[config.mk]
export PLATFORM = sky130hd
export DESIGN_NAME = id_allocator_with_recycle_stack_core
export DESIGN_NICKNAME = d
export VERILOG_FILES = /design/src/rtl/core/idalloc_pkg.sv /design/src/rtl/core/idalloc_bitmap.sv /design/src/rtl/core/idalloc_stack.sv /design/src/rtl/core/id_allocator_with_recycle_stack_core.sv
export VERILOG_INCLUDE_DIRS = /design/src /design/src/rtl/core
export SDC_FILE = /design/constraint.sdc
export NUM_CORES = 2
export LEC_CHECK = 0
export BUFFER_PORTS_ARGS = -buffer_cell sky130_fd_sc_hd__buf_2
export CAP_MARGIN = 5
export CORE_ASPECT_RATIO = 0.5
export CORE_UTILIZATION = 45
export CTS_BUF_LIST = sky130_fd_sc_hd__clkbuf_4 sky130_fd_sc_hd__clkbuf_8
export CTS_CLUSTER_DIAMETER = 40
export CTS_CLUSTER_SIZE = 24
export DETAILED_ROUTE_END_ITERATION = 10
export PLACE_DENSITY = 0.56
export SYNTH_ARGS = -nofsm -noshare
export SYNTH_HDL_FRONTEND = slang
export SYNTH_HIERARCHICAL = 1
export SYNTH_SLANG_ARGS = --single-unit
[constraint.sdc]
create_clock -name clock -period 8.9 [get_ports clock]
set_input_delay 0.89 -clock clock [delete_from_list [all_inputs] [get_ports clock]]
set_output_delay 0.89 -clock clock [all_outputs]
set_load 0.01 [all_outputs]
[src/rtl/core/id_allocator_with_recycle_stack_core_assert.svh]
// assertion helpers for the id allocator
`ifndef ID_ALLOCATOR_WITH_RECYCLE_STACK_CORE_ASSERT_SVH
`define ID_ALLOCATOR_WITH_RECYCLE_STACK_CORE_ASSERT_SVH

// same-cycle implication
`define IDA_ASSERT_NOW(lbl, clk, rst, ante, cons, msg) \
   lbl: assert property (@(posedge clk) disable iff (rst) (ante) |-> (cons)) \
      else $error(msg);

// next-cycle implication
`define IDA_ASSERT_NEXT(lbl, clk, rst, ante, cons, msg) \
   lbl: assert property (@(posedge clk) disable iff (rst) (ante) |=> (cons)) \
      else $error(msg);

`endif

[src/rtl/core/idalloc_pkg.sv]
`timescale 1ns / 1ps
`default_nettype none

package idalloc_pkg;

   localparam int MAX_IDS    = 1024;
   localparam int BIN_DEPTH  = 16;
   localparam int WORD_W     = 32;
   localparam int ID_W       = $clog2(MAX_IDS + 1);
   localparam int BIT_W      = $clog2(MAX_IDS);
   localparam int SEL_W      = $clog2(WORD_W);
   localparam int ADDR_W     = BIT_W - SEL_W;
   localparam int NUM_WORDS  = (MAX_IDS + WORD_W - 1) / WORD_W;
   localparam int CNT_W      = $clog2(BIN_DEPTH + 1);
   localparam int SP_W       = (BIN_DEPTH > 1) ? $clog2(BIN_DEPTH) : 1;
   localparam int BIN_W      = 5;
   localparam int STATUS_W   = 2;
   localparam int REQ_DATA_W = 16;
   localparam int RSP_DATA_W = 16;

   typedef logic [ID_W-1:0]   id_type;
   typedef logic [BIT_W-1:0]  bit_idx_type;
   typedef logic [ADDR_W-1:0] addr_type;
   typedef logic [SEL_W-1:0]  sel_type;
   typedef logic [WORD_W-1:0] word_type;
   typedef logic [CNT_W-1:0]  cnt_type;
   typedef logic [BIN_W-1:0]  bin_type;

   typedef enum logic [STATUS_W-1:0] {
      ST_OK       = 2'd0,
      ST_NOT_USED = 2'd1,
      ST_FULL     = 2'd2
   } status_type;

   typedef enum logic {
      OP_ALLOC   = 1'b0,
      OP_RELEASE = 1'b1
   } op_type;

   // one read and one write port of the used bitmap
   typedef struct packed {
      logic     rd_en;
      addr_type rd_addr;
      logic     wr_en;
      addr_type wr_addr;
      word_type wr_data;
   } bm_req_type;

   typedef struct packed {
      logic    refill;
      bin_type new_cap;
      logic    push;
      id_type  push_id;
      logic    pop;
   } stk_cmd_type;

   typedef struct packed {
      logic    found;
      sel_type sel;
   } fz_type;

   // stack capacity in use, saturated to the stack depth and the id space
   function automatic cnt_type clamp_cap(input bin_type b);
      logic [31:0] c;
      c = 32'(b);
      if (c > 32'(BIN_DEPTH)) c = 32'(BIN_DEPTH);
      if (c > 32'(MAX_IDS)) c = 32'(MAX_IDS);
      return CNT_W'(c);
   endfunction

   // bits of a word that lie beyond the id space read as used
   function automatic word_type pad_mask(input addr_type a);
      word_type    m;
      bit_idx_type idx;
      for (int b = 0; b < WORD_W; b++) begin
         idx  = {a, SEL_W'(b)};
         m[b] = (32'(idx) >= 32'(MAX_IDS));
      end
      return m;
   endfunction

   // lowest clear bit of a word
   function automatic fz_type first_zero(input word_type w);
      fz_type r;
      r = '0;
      for (int b = WORD_W - 1; b >= 0; b--) begin
         if (!w[b]) begin
            r.found = 1'b1;
            r.sel   = SEL_W'(b);
         end
      end
      return r;
   endfunction

endpackage

`default_nettype wire

[src/rtl/core/idalloc_bitmap.sv]
`timescale 1ns / 1ps
`default_nettype none

// used bitmap, one word per row; rows never written read as all clear
module idalloc_bitmap
   import idalloc_pkg::*;
(
   input  wire logic       clock,
   input  wire logic       reset,
   input  wire bm_req_type req,
   output word_type        rd_data
);

   word_type               mem [NUM_WORDS];
   logic [NUM_WORDS-1:0]   row_valid_ff;
   word_type               rd_data_ff;
   logic                   rd_row_ok_ff;

   always_ff @(posedge clock) begin
      if (req.wr_en) begin
         mem[req.wr_addr] <= req.wr_data;
      end
      if (req.rd_en) begin
         rd_data_ff <= mem[req.rd_addr];
      end
   end

   always_ff @(posedge clock) begin
      if (reset) begin
         row_valid_ff <= '0;
         rd_row_ok_ff <= 1'b0;
      end else begin
         if (req.wr_en) begin
            row_valid_ff[req.wr_addr] <= 1'b1;
         end
         if (req.rd_en) begin
            rd_row_ok_ff <= row_valid_ff[req.rd_addr];
         end
      end
   end

   assign rd_data = rd_row_ok_ff ? rd_data_ff : '0;

endmodule

`default_nettype wire

[src/rtl/core/idalloc_stack.sv]
`timescale 1ns / 1ps
`default_nettype none

// recycle stack, last in first out
module idalloc_stack
   import idalloc_pkg::*;
(
   input  wire logic        clock,
   input  wire logic        reset,
   input  wire stk_cmd_type cmd,
   output id_type           top_id,
   output cnt_type          count
);

   id_type               stk_ff [BIN_DEPTH];
   cnt_type              count_ff;
   cnt_type              cap_ff;
   cnt_type              refill_cap;
   cnt_type              cnt_dec;
   logic [SP_W-1:0]      sp_top;
   logic [SP_W-1:0]      sp_push;
   logic                 do_push;
   logic                 do_pop;

   always_comb begin
      refill_cap = clamp_cap(cmd.new_cap);
      cnt_dec    = count_ff - CNT_W'(1);
      sp_top     = cnt_dec[SP_W-1:0];
      sp_push    = count_ff[SP_W-1:0];
      do_pop     = cmd.pop && (count_ff != '0);
      do_push    = cmd.push && (count_ff < cap_ff);
   end

   always_ff @(posedge clock) begin
      if (reset) begin
         count_ff <= '0;
         cap_ff   <= '0;
      end else if (cmd.refill) begin
         count_ff <= refill_cap;
         cap_ff   <= refill_cap;
      end else if (do_pop) begin
         count_ff <= cnt_dec;
      end else if (do_push) begin
         count_ff <= count_ff + CNT_W'(1);
      end
   end

   // refill puts 1 on top, capacity at the bottom
   always_ff @(posedge clock) begin
      if (cmd.refill) begin
         for (int k = 0; k < BIN_DEPTH; k++) begin
            stk_ff[k] <= ID_W'(32'(refill_cap) - 32'(k));
         end
      end else if (do_push) begin
         stk_ff[sp_push] <= cmd.push_id;
      end
   end

   assign top_id = stk_ff[sp_top];
   assign count  = count_ff;

endmodule

`default_nettype wire

[src/rtl/core/id_allocator_with_recycle_stack_core.sv]
`timescale 1ns / 1ps
`default_nettype none

// Identifier allocator. Hands out ids 1..1024 and takes them back. An allocate
// (req_tuser low) pops the recycle stack when it holds anything, else it scans
// the used bitmap for the lowest free id; with every id in use it answers id 0
// with status 2. A release (req_tuser high) of an id not in use answers status
// 1 and changes nothing; a good release clears the id and pushes it onto the
// stack if the stack has room. Every request gives exactly one response word.
// Writing csr_wdata sets the stack capacity (saturated to 16) and refills the
// stack with 1..capacity, 1 on top; the bitmap is untouched by that write.
// Sequence: a stack pop or a release of an id in 1..1024 passes S_RMW_RD, S_RMW_WR
// and S_DONE before the next accept; a release of an id outside that range
// goes straight to S_DONE; a bitmap scan stays in S_SCAN for each 32-bit
// bitmap word examined, bounded by the single bitmap read port that looks at
// one word a cycle. One request is in flight at a time; a finished response
// waits in the output register while the next request is taken, and a response
// that finds that register still full holds the block until the older word leaves.
module id_allocator_with_recycle_stack_core
   import idalloc_pkg::*;
(
   input  wire logic                  clock,
   input  wire logic                  reset,
   // request stream
   input  wire logic                  req_tvalid,
   output logic                       req_tready,
   input  wire logic [REQ_DATA_W-1:0] req_tdata,   // [10:0] release_id
   input  wire logic                  req_tuser,   // [0] opcode
   // response stream
   output logic                       rsp_tvalid,
   input  wire logic                  rsp_tready,
   output logic [RSP_DATA_W-1:0]      rsp_tdata,   // [10:0] given_id, [12:11] status
   // stack capacity register
   input  wire logic                  csr_wen,
   input  wire logic [BIN_W-1:0]      csr_wdata
);

   `include "id_allocator_with_recycle_stack_core_assert.svh"

   typedef enum logic [2:0] {
      S_IDLE,
      S_RMW_RD,
      S_RMW_WR,
      S_SCAN,
      S_DONE
   } state_type;

   state_type    state_ff;
   op_type       op_ff;
   bit_idx_type  bit_idx_ff;
   addr_type     scan_ptr_ff;
   id_type       given_ff;
   status_type   status_ff;
   logic         rsp_valid_ff;
   id_type       rsp_given_ff;
   status_type   rsp_status_ff;

   logic         accept;
   op_type       req_op;
   id_type       req_rid;
   logic         rid_bad;
   bm_req_type   bm_req;
   word_type     rd_word;
   word_type     scan_word;
   word_type     bit_onehot;
   word_type     scan_onehot;
   sel_type      sel_bit;
   logic         cur_bit;
   fz_type       fz;
   stk_cmd_type  stk_cmd;
   id_type       stk_top;
   cnt_type      stk_count;
   logic         scan_last;

   idalloc_bitmap u_bitmap (
      .clock   (clock),
      .reset   (reset),
      .req     (bm_req),
      .rd_data (rd_word)
   );

   idalloc_stack u_stack (
      .clock  (clock),
      .reset  (reset),
      .cmd    (stk_cmd),
      .top_id (stk_top),
      .count  (stk_count)
   );

   assign req_tready = (state_ff == S_IDLE);
   assign accept     = req_tvalid && req_tready;

   always_comb begin
      req_op      = op_type'(req_tuser);
      req_rid     = req_tdata[ID_W-1:0];
      // id 0 and ids past the top of the space are never in use
      rid_bad     = (req_rid == '0) || (32'(req_rid) > 32'(MAX_IDS));
      sel_bit     = bit_idx_ff[SEL_W-1:0];
      cur_bit     = rd_word[sel_bit];
      bit_onehot  = word_type'(1) << sel_bit;
      scan_word   = rd_word | pad_mask(scan_ptr_ff);
      fz          = first_zero(scan_word);
      scan_onehot = word_type'(1) << fz.sel;
      scan_last   = (scan_ptr_ff == ADDR_W'(NUM_WORDS - 1));
   end

   // bitmap port: read-modify-write of one word, or a streaming scan
   always_comb begin
      bm_req = '0;
      unique case (state_ff)
         S_IDLE: begin
            // first scan word goes out with the accept
            bm_req.rd_en   = accept && (req_op == OP_ALLOC) && (stk_count == '0);
            bm_req.rd_addr = '0;
         end
         S_RMW_RD: begin
            bm_req.rd_en   = 1'b1;
            bm_req.rd_addr = bit_idx_ff[BIT_W-1:SEL_W];
         end
         S_RMW_WR: begin
            bm_req.wr_addr = bit_idx_ff[BIT_W-1:SEL_W];
            if (op_ff == OP_ALLOC) begin
               bm_req.wr_en   = 1'b1;
               bm_req.wr_data = rd_word | bit_onehot;
            end else begin
               bm_req.wr_en   = cur_bit;
               bm_req.wr_data = rd_word & ~bit_onehot;
            end
         end
         S_SCAN: begin
            // fetch the next word while this one is checked
            bm_req.rd_en   = !fz.found && !scan_last;
            bm_req.rd_addr = scan_ptr_ff + ADDR_W'(1);
            bm_req.wr_en   = fz.found;
            bm_req.wr_addr = scan_ptr_ff;
            bm_req.wr_data = rd_word | scan_onehot;
         end
         S_DONE: begin
            bm_req = '0;
         end
         default: begin
            bm_req = '0;
         end
      endcase
   end

   always_comb begin
      stk_cmd          = '0;
      stk_cmd.refill   = csr_wen;
      stk_cmd.new_cap  = csr_wdata;
      stk_cmd.pop      = accept && (req_op == OP_ALLOC) && (stk_count != '0);
      stk_cmd.push     = (state_ff == S_RMW_WR) && (op_ff == OP_RELEASE) && cur_bit;
      stk_cmd.push_id  = ID_W'(bit_idx_ff) + ID_W'(1);
   end

   always_ff @(posedge clock) begin
      if (reset) begin
         state_ff     <= S_IDLE;
         rsp_valid_ff <= 1'b0;
      end else begin
         // in S_DONE the output register is handled below
         if (rsp_valid_ff && rsp_tready && (state_ff != S_DONE)) begin
            rsp_valid_ff <= 1'b0;
         end
         unique case (state_ff)
            S_IDLE: begin
               if (accept) begin
                  op_ff     <= req_op;
                  given_ff  <= '0;
                  status_ff <= ST_OK;
                  if (req_op == OP_ALLOC) begin
                     if (stk_count != '0) begin
                        // stack hit: mark the popped id as used
                        bit_idx_ff <= BIT_W'(stk_top - ID_W'(1));
                        given_ff   <= stk_top;
                        state_ff   <= S_RMW_RD;
                     end else begin
                        scan_ptr_ff <= '0;
                        state_ff    <= S_SCAN;
                     end
                  end else if (rid_bad) begin
                     status_ff <= ST_NOT_USED;
                     state_ff  <= S_DONE;
                  end else begin
                     bit_idx_ff <= BIT_W'(req_rid - ID_W'(1));
                     state_ff   <= S_RMW_RD;
                  end
               end
            end
            S_RMW_RD: begin
               state_ff <= S_RMW_WR;
            end
            S_RMW_WR: begin
               if ((op_ff == OP_RELEASE) && !cur_bit) begin
                  status_ff <= ST_NOT_USED;
               end
               state_ff <= S_DONE;
            end
            S_SCAN: begin
               if (fz.found) begin
                  given_ff <= ID_W'({scan_ptr_ff, fz.sel}) + ID_W'(1);
                  state_ff <= S_DONE;
               end else if (scan_last) begin
                  status_ff <= ST_FULL;
                  state_ff  <= S_DONE;
               end else begin
                  scan_ptr_ff <= scan_ptr_ff + ADDR_W'(1);
               end
            end
            S_DONE: begin
               // hand over once the output register is free
               if (!rsp_valid_ff || rsp_tready) begin
                  rsp_valid_ff  <= 1'b1;
                  rsp_given_ff  <= given_ff;
                  rsp_status_ff <= status_ff;
                  state_ff      <= S_IDLE;
               end
            end
            default: begin
               state_ff <= S_IDLE;
            end
         endcase
      end
   end

   assign rsp_tvalid = rsp_valid_ff;
   assign rsp_tdata  = RSP_DATA_W'({rsp_status_ff, rsp_given_ff});

   `IDA_ASSERT_NEXT(a_busy_after_accept, clock, reset, accept, !req_tready,
      "request taken while a previous one is still in work")
   `IDA_ASSERT_NOW(a_bitmap_write_state, clock, reset, bm_req.wr_en,
      (state_ff == S_RMW_WR) || (state_ff == S_SCAN), "bitmap written outside an update step")
   `IDA_ASSERT_NOW(a_scan_stack_empty, clock, reset, state_ff == S_SCAN,
      stk_count == '0, "bitmap scan with ids left on the recycle stack")

endmodule

`default_nettype wire

### Word level (Yosys, flattened, before mapping)

Memories as Yosys holds them, arrays and structs flattened. A register that Yosys moved wholly into a read port is not among the register bits.
Index checks and enable logic that the tools add are counted.

* register bits: 89
* RAM bits: 1200
* input bits: 27
* output and inout port bits: 18
* logic and storage cells: 196
* memories kept: 2

Memories
* u_bitmap.mem: depth 32, bits a word 32, rd ports 1, clocked after Yosys merged registers in 1, write ports 1, RTL line idalloc_bitmap.sv:14 `word_type mem [NUM_WORDS];`
* u_stack.stk_ff: depth 16, bits a word 11, rd ports 1, clocked after Yosys merged registers in 0, write ports 16, RTL line idalloc_stack.sv:15 `id_type stk_ff [BIN_DEPTH];`

* $add $sub $neg: 22
* magnitude comparators: 8
* eq/ne operators: 17
* shifts and indexed selects: 2
* muxes and demuxes: 90
* bitwise gates (word level): 7
* reductions and logical operators: 35

Operator list (number)
* 2-to-1 mux 6 bit: 32
* bitwise OR 32 bit: 3
* case mux 38 bit (2 select lines): 1
* 2-to-1 mux 32 bit: 2
* left shift 1 x 5 -> 32 bit (first input constant): 2
* 2-to-1 mux 11 bit: 5
* 2-to-1 mux 5 bit: 10
* subtractor 5 x 4 -> 6 bit (second input constant): 8
* AND 32 bit: 1
* NOT 32 bit: 1
* 2-to-1 mux 10 bit: 3
* subtractor 5 x 3 -> 6 bit (second input constant): 4
* adder 10 x 1 -> 11 bit (second input constant): 2
* case mux 11 bit (2 select lines): 1
* subtractor 10 x 1 -> 10 bit (second input constant): 2
* less-than comparator 5 x 6 -> 1 bit (second input constant): 3
* 2-to-1 mux 3 bit: 6
* case mux 6 bit (3 select lines): 1
* 2-to-1 mux 1 bit: 17
* inequality test 2 bit (second input constant): 8
* case mux 3 bit (5 select lines): 1
* logical AND 1 bit: 13
* subtractor 5 x 2 -> 6 bit (second input constant): 2
* greater-than comparator 11 bit (second input constant): 1
* 34 further kinds: 52

### Logic depth before layout (Yosys ltp)

* depth after elaboration: 41
* gate-level depth with buffers: 16
* gate-level depth less buffers: 13

### By module

Netlist, hierarchy kept.

Modules (own cells, without submodules)
* idalloc_bitmap: instances 1, cells an instance 1709, area an instance 41303.4 µm², sequential area each 32371.0 µm²
* idalloc_stack: instances 1, cells an instance 787, area an instance 9865.7 µm², sequential area each 5485.3 µm²
* id_allocator_with_recycle_stack_core: instances 1, cells an instance 542, area an instance 4423.0 µm², sequential area each 1341.3 µm²

### Least setup slack after synthesis

No wires, ideal clock.

* kind: input port to flip-flop
* start: input req_tuser
* end: register u_bitmap.rd_row_ok_ff
* setup time: 288 ps
* arrival time: 4260 ps
* required time: 8612 ps
* setup slack: 4351 ps
* stages on the path: 5
* path buffers: 1
* cell sequence: clkbuf_1 nor3_1 a21oi_1 o31ai_1 a311oi_1

RTL lines
* from (decl): RTL line id_allocator_with_recycle_stack_core.sv:28 `input wire logic req_tuser,`
* to (signal assigned): RTL line idalloc_bitmap.sv:37 `rd_row_ok_ff <= row_valid_ff[req.rd_addr];`
* to (decl): RTL line idalloc_bitmap.sv:17 `logic rd_row_ok_ff;`

==> reports/qor.yml <==
floorplanning:
  coreArea_um2: 122000
  die_area_um2: 125000
  dieHeight_um: 251
  die_w_um: 499
  io_pins: 45
  row_count: 90
  initial_core_util: 0.458
yosys:
  yosysSeqAreaShare: 0.705
  synth_edf_count: 1274
  syn_avg_cell_area_um2: 18.3
  synthCells: 3038
  ys_dominant_reg_cell: "edfxtp_1"
  yosysWarnings: 6
  synth.distinct_cells: 81
  synthArstFlopShare: 0
  netlist_area_um2: 55600
  ys_ff_latch: 1321
hold_path:
  holdPathStages: 3
  worst_hold_path_type: "input pin to register"
  min_from: "req_tvalid"
  hold_path_end: "state_ff[0]"
place:
  dp_cells: 4598
  place_congestion: 0.952
  post-dp-hpwl_mm: 89.1
  port_buffers: 36
power:
  ir_drop_uv: 124
  p_switching_mw: 3.06
  seqPwrFrac: 0.576
  combPwrFrac: 0.078
  power.leakage_nw: 17.7
  powerDensity_nw_per_um2: 197
  switching_share: 0.254
  p_clk_frac: 0.345
  internal-power_mw: 8.97
sta:
  setup_viol: 0
  layout_min_cycle_time_ps: 5720
  fin_skew_ps: 60.0
  fmaxAchievable_mhz: 175
  hold_viol: 0
  maxSlewHeadroom: 0.203
  rsz0062_at_grt: "no"
  fin_crit_sh: 0.643
  worst_pin_slew_ps: 1200
  fin_tns_setup_ps: 0
  slew_violations: 0
clocking:
  htreeDepth: 3
  post_cts_resized: 0
  clkSinkCount: 1321
  clk_path_buf_depth: 3
  cts_buffers: 121
  clk_pin_slew_ps: 100
  root_buffer: "clkbuf_8"
  tritoncts: "done"
  hold_buffers: 0
  clkLatencyLatePin_ps: 890
  post_cts_buffers: 0
routing:
  drc: 0
  drt-initial-drc-count: 3116
  wl_per_cell_um: 31.0
  antenna_left: 0
  wl_mm: 150
  vias: 29800
  via_per_inst: 6.16
  dr.pass1.iters: 6
critical_path:
  required_ps: 9380
  worstSetupPathType: "register to register"
  rrSetupSlack_ps: 3180
  r2r_end: "u_bitmap/mem[30][18]"
  crit_fanout: 33
  regToRegStartpoint: "u_bitmap/rd_row_ok_ff"
  end_kind: "register"
  start_kind: "register"
  cp_data_arrival_time_ps: 6200
  worst_r2r_path_depth: 10
job:
  drv_cap: 0
finish:
  final_cells: 4837
  ff_latch_area_um2: 39200
  syn_to_final_growth_pct: 9.98
  nets: 3179
  multi_input_area_um2: 15900
  fillers: 9896
  drive_above_1_share: 0.275
grt:
  antenna_found_initial: 4
  track_usage: 0.242
  grt_max_degree: 102
  grt_pass1_vias: 29400
  gr-total-overflow: 0
  grt_pass1_wl_mm: 215
outcome:
  status: "complete, no violations"
cell usage after synthesis (all sizes together) (13+ instances only):
cell / count / share of area
edfxtp: 1274 / 0.69
mux4: 372 / 0.15
nor2: 216 / 0.015
nand2: 128 / 0.0086
o21ai: 124 / 0.011
a21oi: 103 / 0.0095
clkbuf: 96 / 0.0070
buf: 80 / 0.0086
mux2i: 57 / 0.010
nand3: 56 / 0.0051
mux2: 51 / 0.010
dfxtp: 47 / 0.017
inv: 46 / 0.0032
and2: 40 / 0.0045
ha: 35 / 0.0079
nand2b: 33 / 0.0040
o22ai: 31 / 0.0035
a21o: 26 / 0.0035
xnor2: 22 / 0.0035
nor3: 21 / 0.0023
nor2b: 18 / 0.0020
xor2: 17 / 0.0027
nand4: 16 / 0.0020
a22oi: 15 / 0.0020
o2111ai: 13 / 0.0027
stage by stage:
stage | area [um^2] | util | power (mW) | setup slack [ps] | hold slack (ps)
global route | 61100 | 0.503 | 12.4 | 2940 | 322
detailed placement | 58100 | 0.479 | 8.01 | 3170 | 405
floorplan | 55600 | - | 7.67 | 4350 | 400
finish | 61100 | 0.503 | 12.0 | 3180 | 360
global placement | 58100 | 0.479 | 8.00 | 3240 | 401
CTS | 61000 | 0.502 | 12.1 | 3110 | 263
state kept, by name, indices dropped and copies added, names as in the netlist:
register	count
status_ff	2
rsp_given_ff	11
u_bitmap/mem	1024
scan_ptr_ff	5
rsp_tvalid	1
state_ff	3
bit_idx_ff	10
op_ff	1
u_bitmap/rd_data_ff	32
u_stack/stk_ff	176
given_ff	11
u_stack/cap_ff	5
u_stack/count	5
u_bitmap/rd_row_ok_ff	1
u_bitmap/row_valid_ff	32
rsp_status_ff	2
area by class of cell:
| cell class | count | area share |
|---|---|---|
| antenna | 4 | 0.000164 |
| clock buffer | 134 | 0.0290 |
| clock inverter | 95 | 0.0180 |
| inverter | 47 | 0.00293 |
| multi-input combinational | 1496 | 0.260 |
| sequential | 1321 | 0.641 |
| tap | 1610 | 0.0329 |
| timing repair buffer | 130 | 0.0160 |
layer usage:
metal | global-route usage | wire, um | vias up | share of wire
met2 | 0.365 | 68200 | 1076 | 0.46
li1 | - | - | 12400 | -
met3 | 0.0373 | 9640 | 223 | 0.064
met1 | 0.362 | 67400 | 16000 | 0.45
met4 | 0.0728 | 4560 | 0 | 0.030
met5 | 0 | 0 | - | 0
power groups by stage:
stage | sequential [mW] | combinational (mW) | clock, mW
floorplan | 7.04 | 0.628 | 0
global placement | 7.07 | 0.934 | 0
detailed placement | 7.07 | 0.940 | 0
CTS | 6.93 | 0.944 | 4.25
global route | 6.94 | 1.00 | 4.47
finish | 6.93 | 0.944 | 4.15
kinds of logic (layout without fill, tap and decap cells):
group | count (synthesis) | count (layout) | synth area share
flip-flops | 1321 | 1321 | 0.705
AND/OR/NAND/NOR | 580 | 580 | 0.0505
multiplexers | 480 | 480 | 0.171
AO/OA/AOI/OAI | 359 | 359 | 0.0402
buffers and inverters | 223 | 406 | 0.0188
XOR/XNOR | 39 | 39 | 0.00614
adder cells (fa/ha/maj) | 35 | 35 | 0.00788
other | 1 | 7 | 0.0000675
placed cells by master, fill, tap and decap left out, types with 7 or more instances in the layout:
master / instances
buf_4: 84
mux2i_1: 57
inv_8: 15
clkinv_8: 13
o2111ai_1: 7
nand3_1: 55
inv_6: 18
clkbuf_4: 11
ha_1: 35
a21o_1: 26
mux2_2: 51
bufinv_16: 8
o22ai_2: 27
nor2b_1: 18
inv_1: 43
nand2b_1: 30
buf_2: 36
nor2_1: 180
a22oi_1: 15
clkbuf_8: 123
clkinv_1: 8
nand3b_1: 9
xor2_1: 16
o21ai_0: 121
and2_1: 40
nand2_1: 128
mux4_2: 371
or2_2: 8
nor3_1: 18
nor2_4: 35
xnor2_1: 22
nand4_1: 14
edfxtp_1: 1274
clkinv_4: 11
a21oi_1: 101
dfxtp_1: 46
clkinvlp_4: 9
clkinv_2: 9
worst max-delay path by stage:
| stage | startpoint | end | slack, ps |
|---|---|---|---|
| 6_report | u_bitmap/rd_row_ok_ff | u_bitmap/mem[30][18] | 3180 |
| 4_1_cts | u_bitmap/rd_row_ok_ff | u_bitmap/mem[30][23] | 3110 |
| 3_3_place_gp | u_bitmap/rd_row_ok_ff | u_bitmap/mem[30][25] | 3240 |
| 2_1_floorplan | req_tuser | u_bitmap/rd_row_ok_ff | 4350 |
| 5_1_grt | u_bitmap/rd_row_ok_ff | u_bitmap/mem[30][23] | 2940 |
| 3_5_place_dp | u_bitmap/rd_row_ok_ff | u_bitmap/mem[30][25] | 3170 |
critical path, cell delays in order (launching register included):
cell,delay [ps]
dfxtp_1,1050
and2_1,480
mux4_2,310
mux2i_1,80
a32o_1,250
a211oi_1,380
nor2b_1,100
o21ai_1,330
nand3b_1,670
nor2_4,1070
buf_4,550
Power figures use the tool's default switching activity.
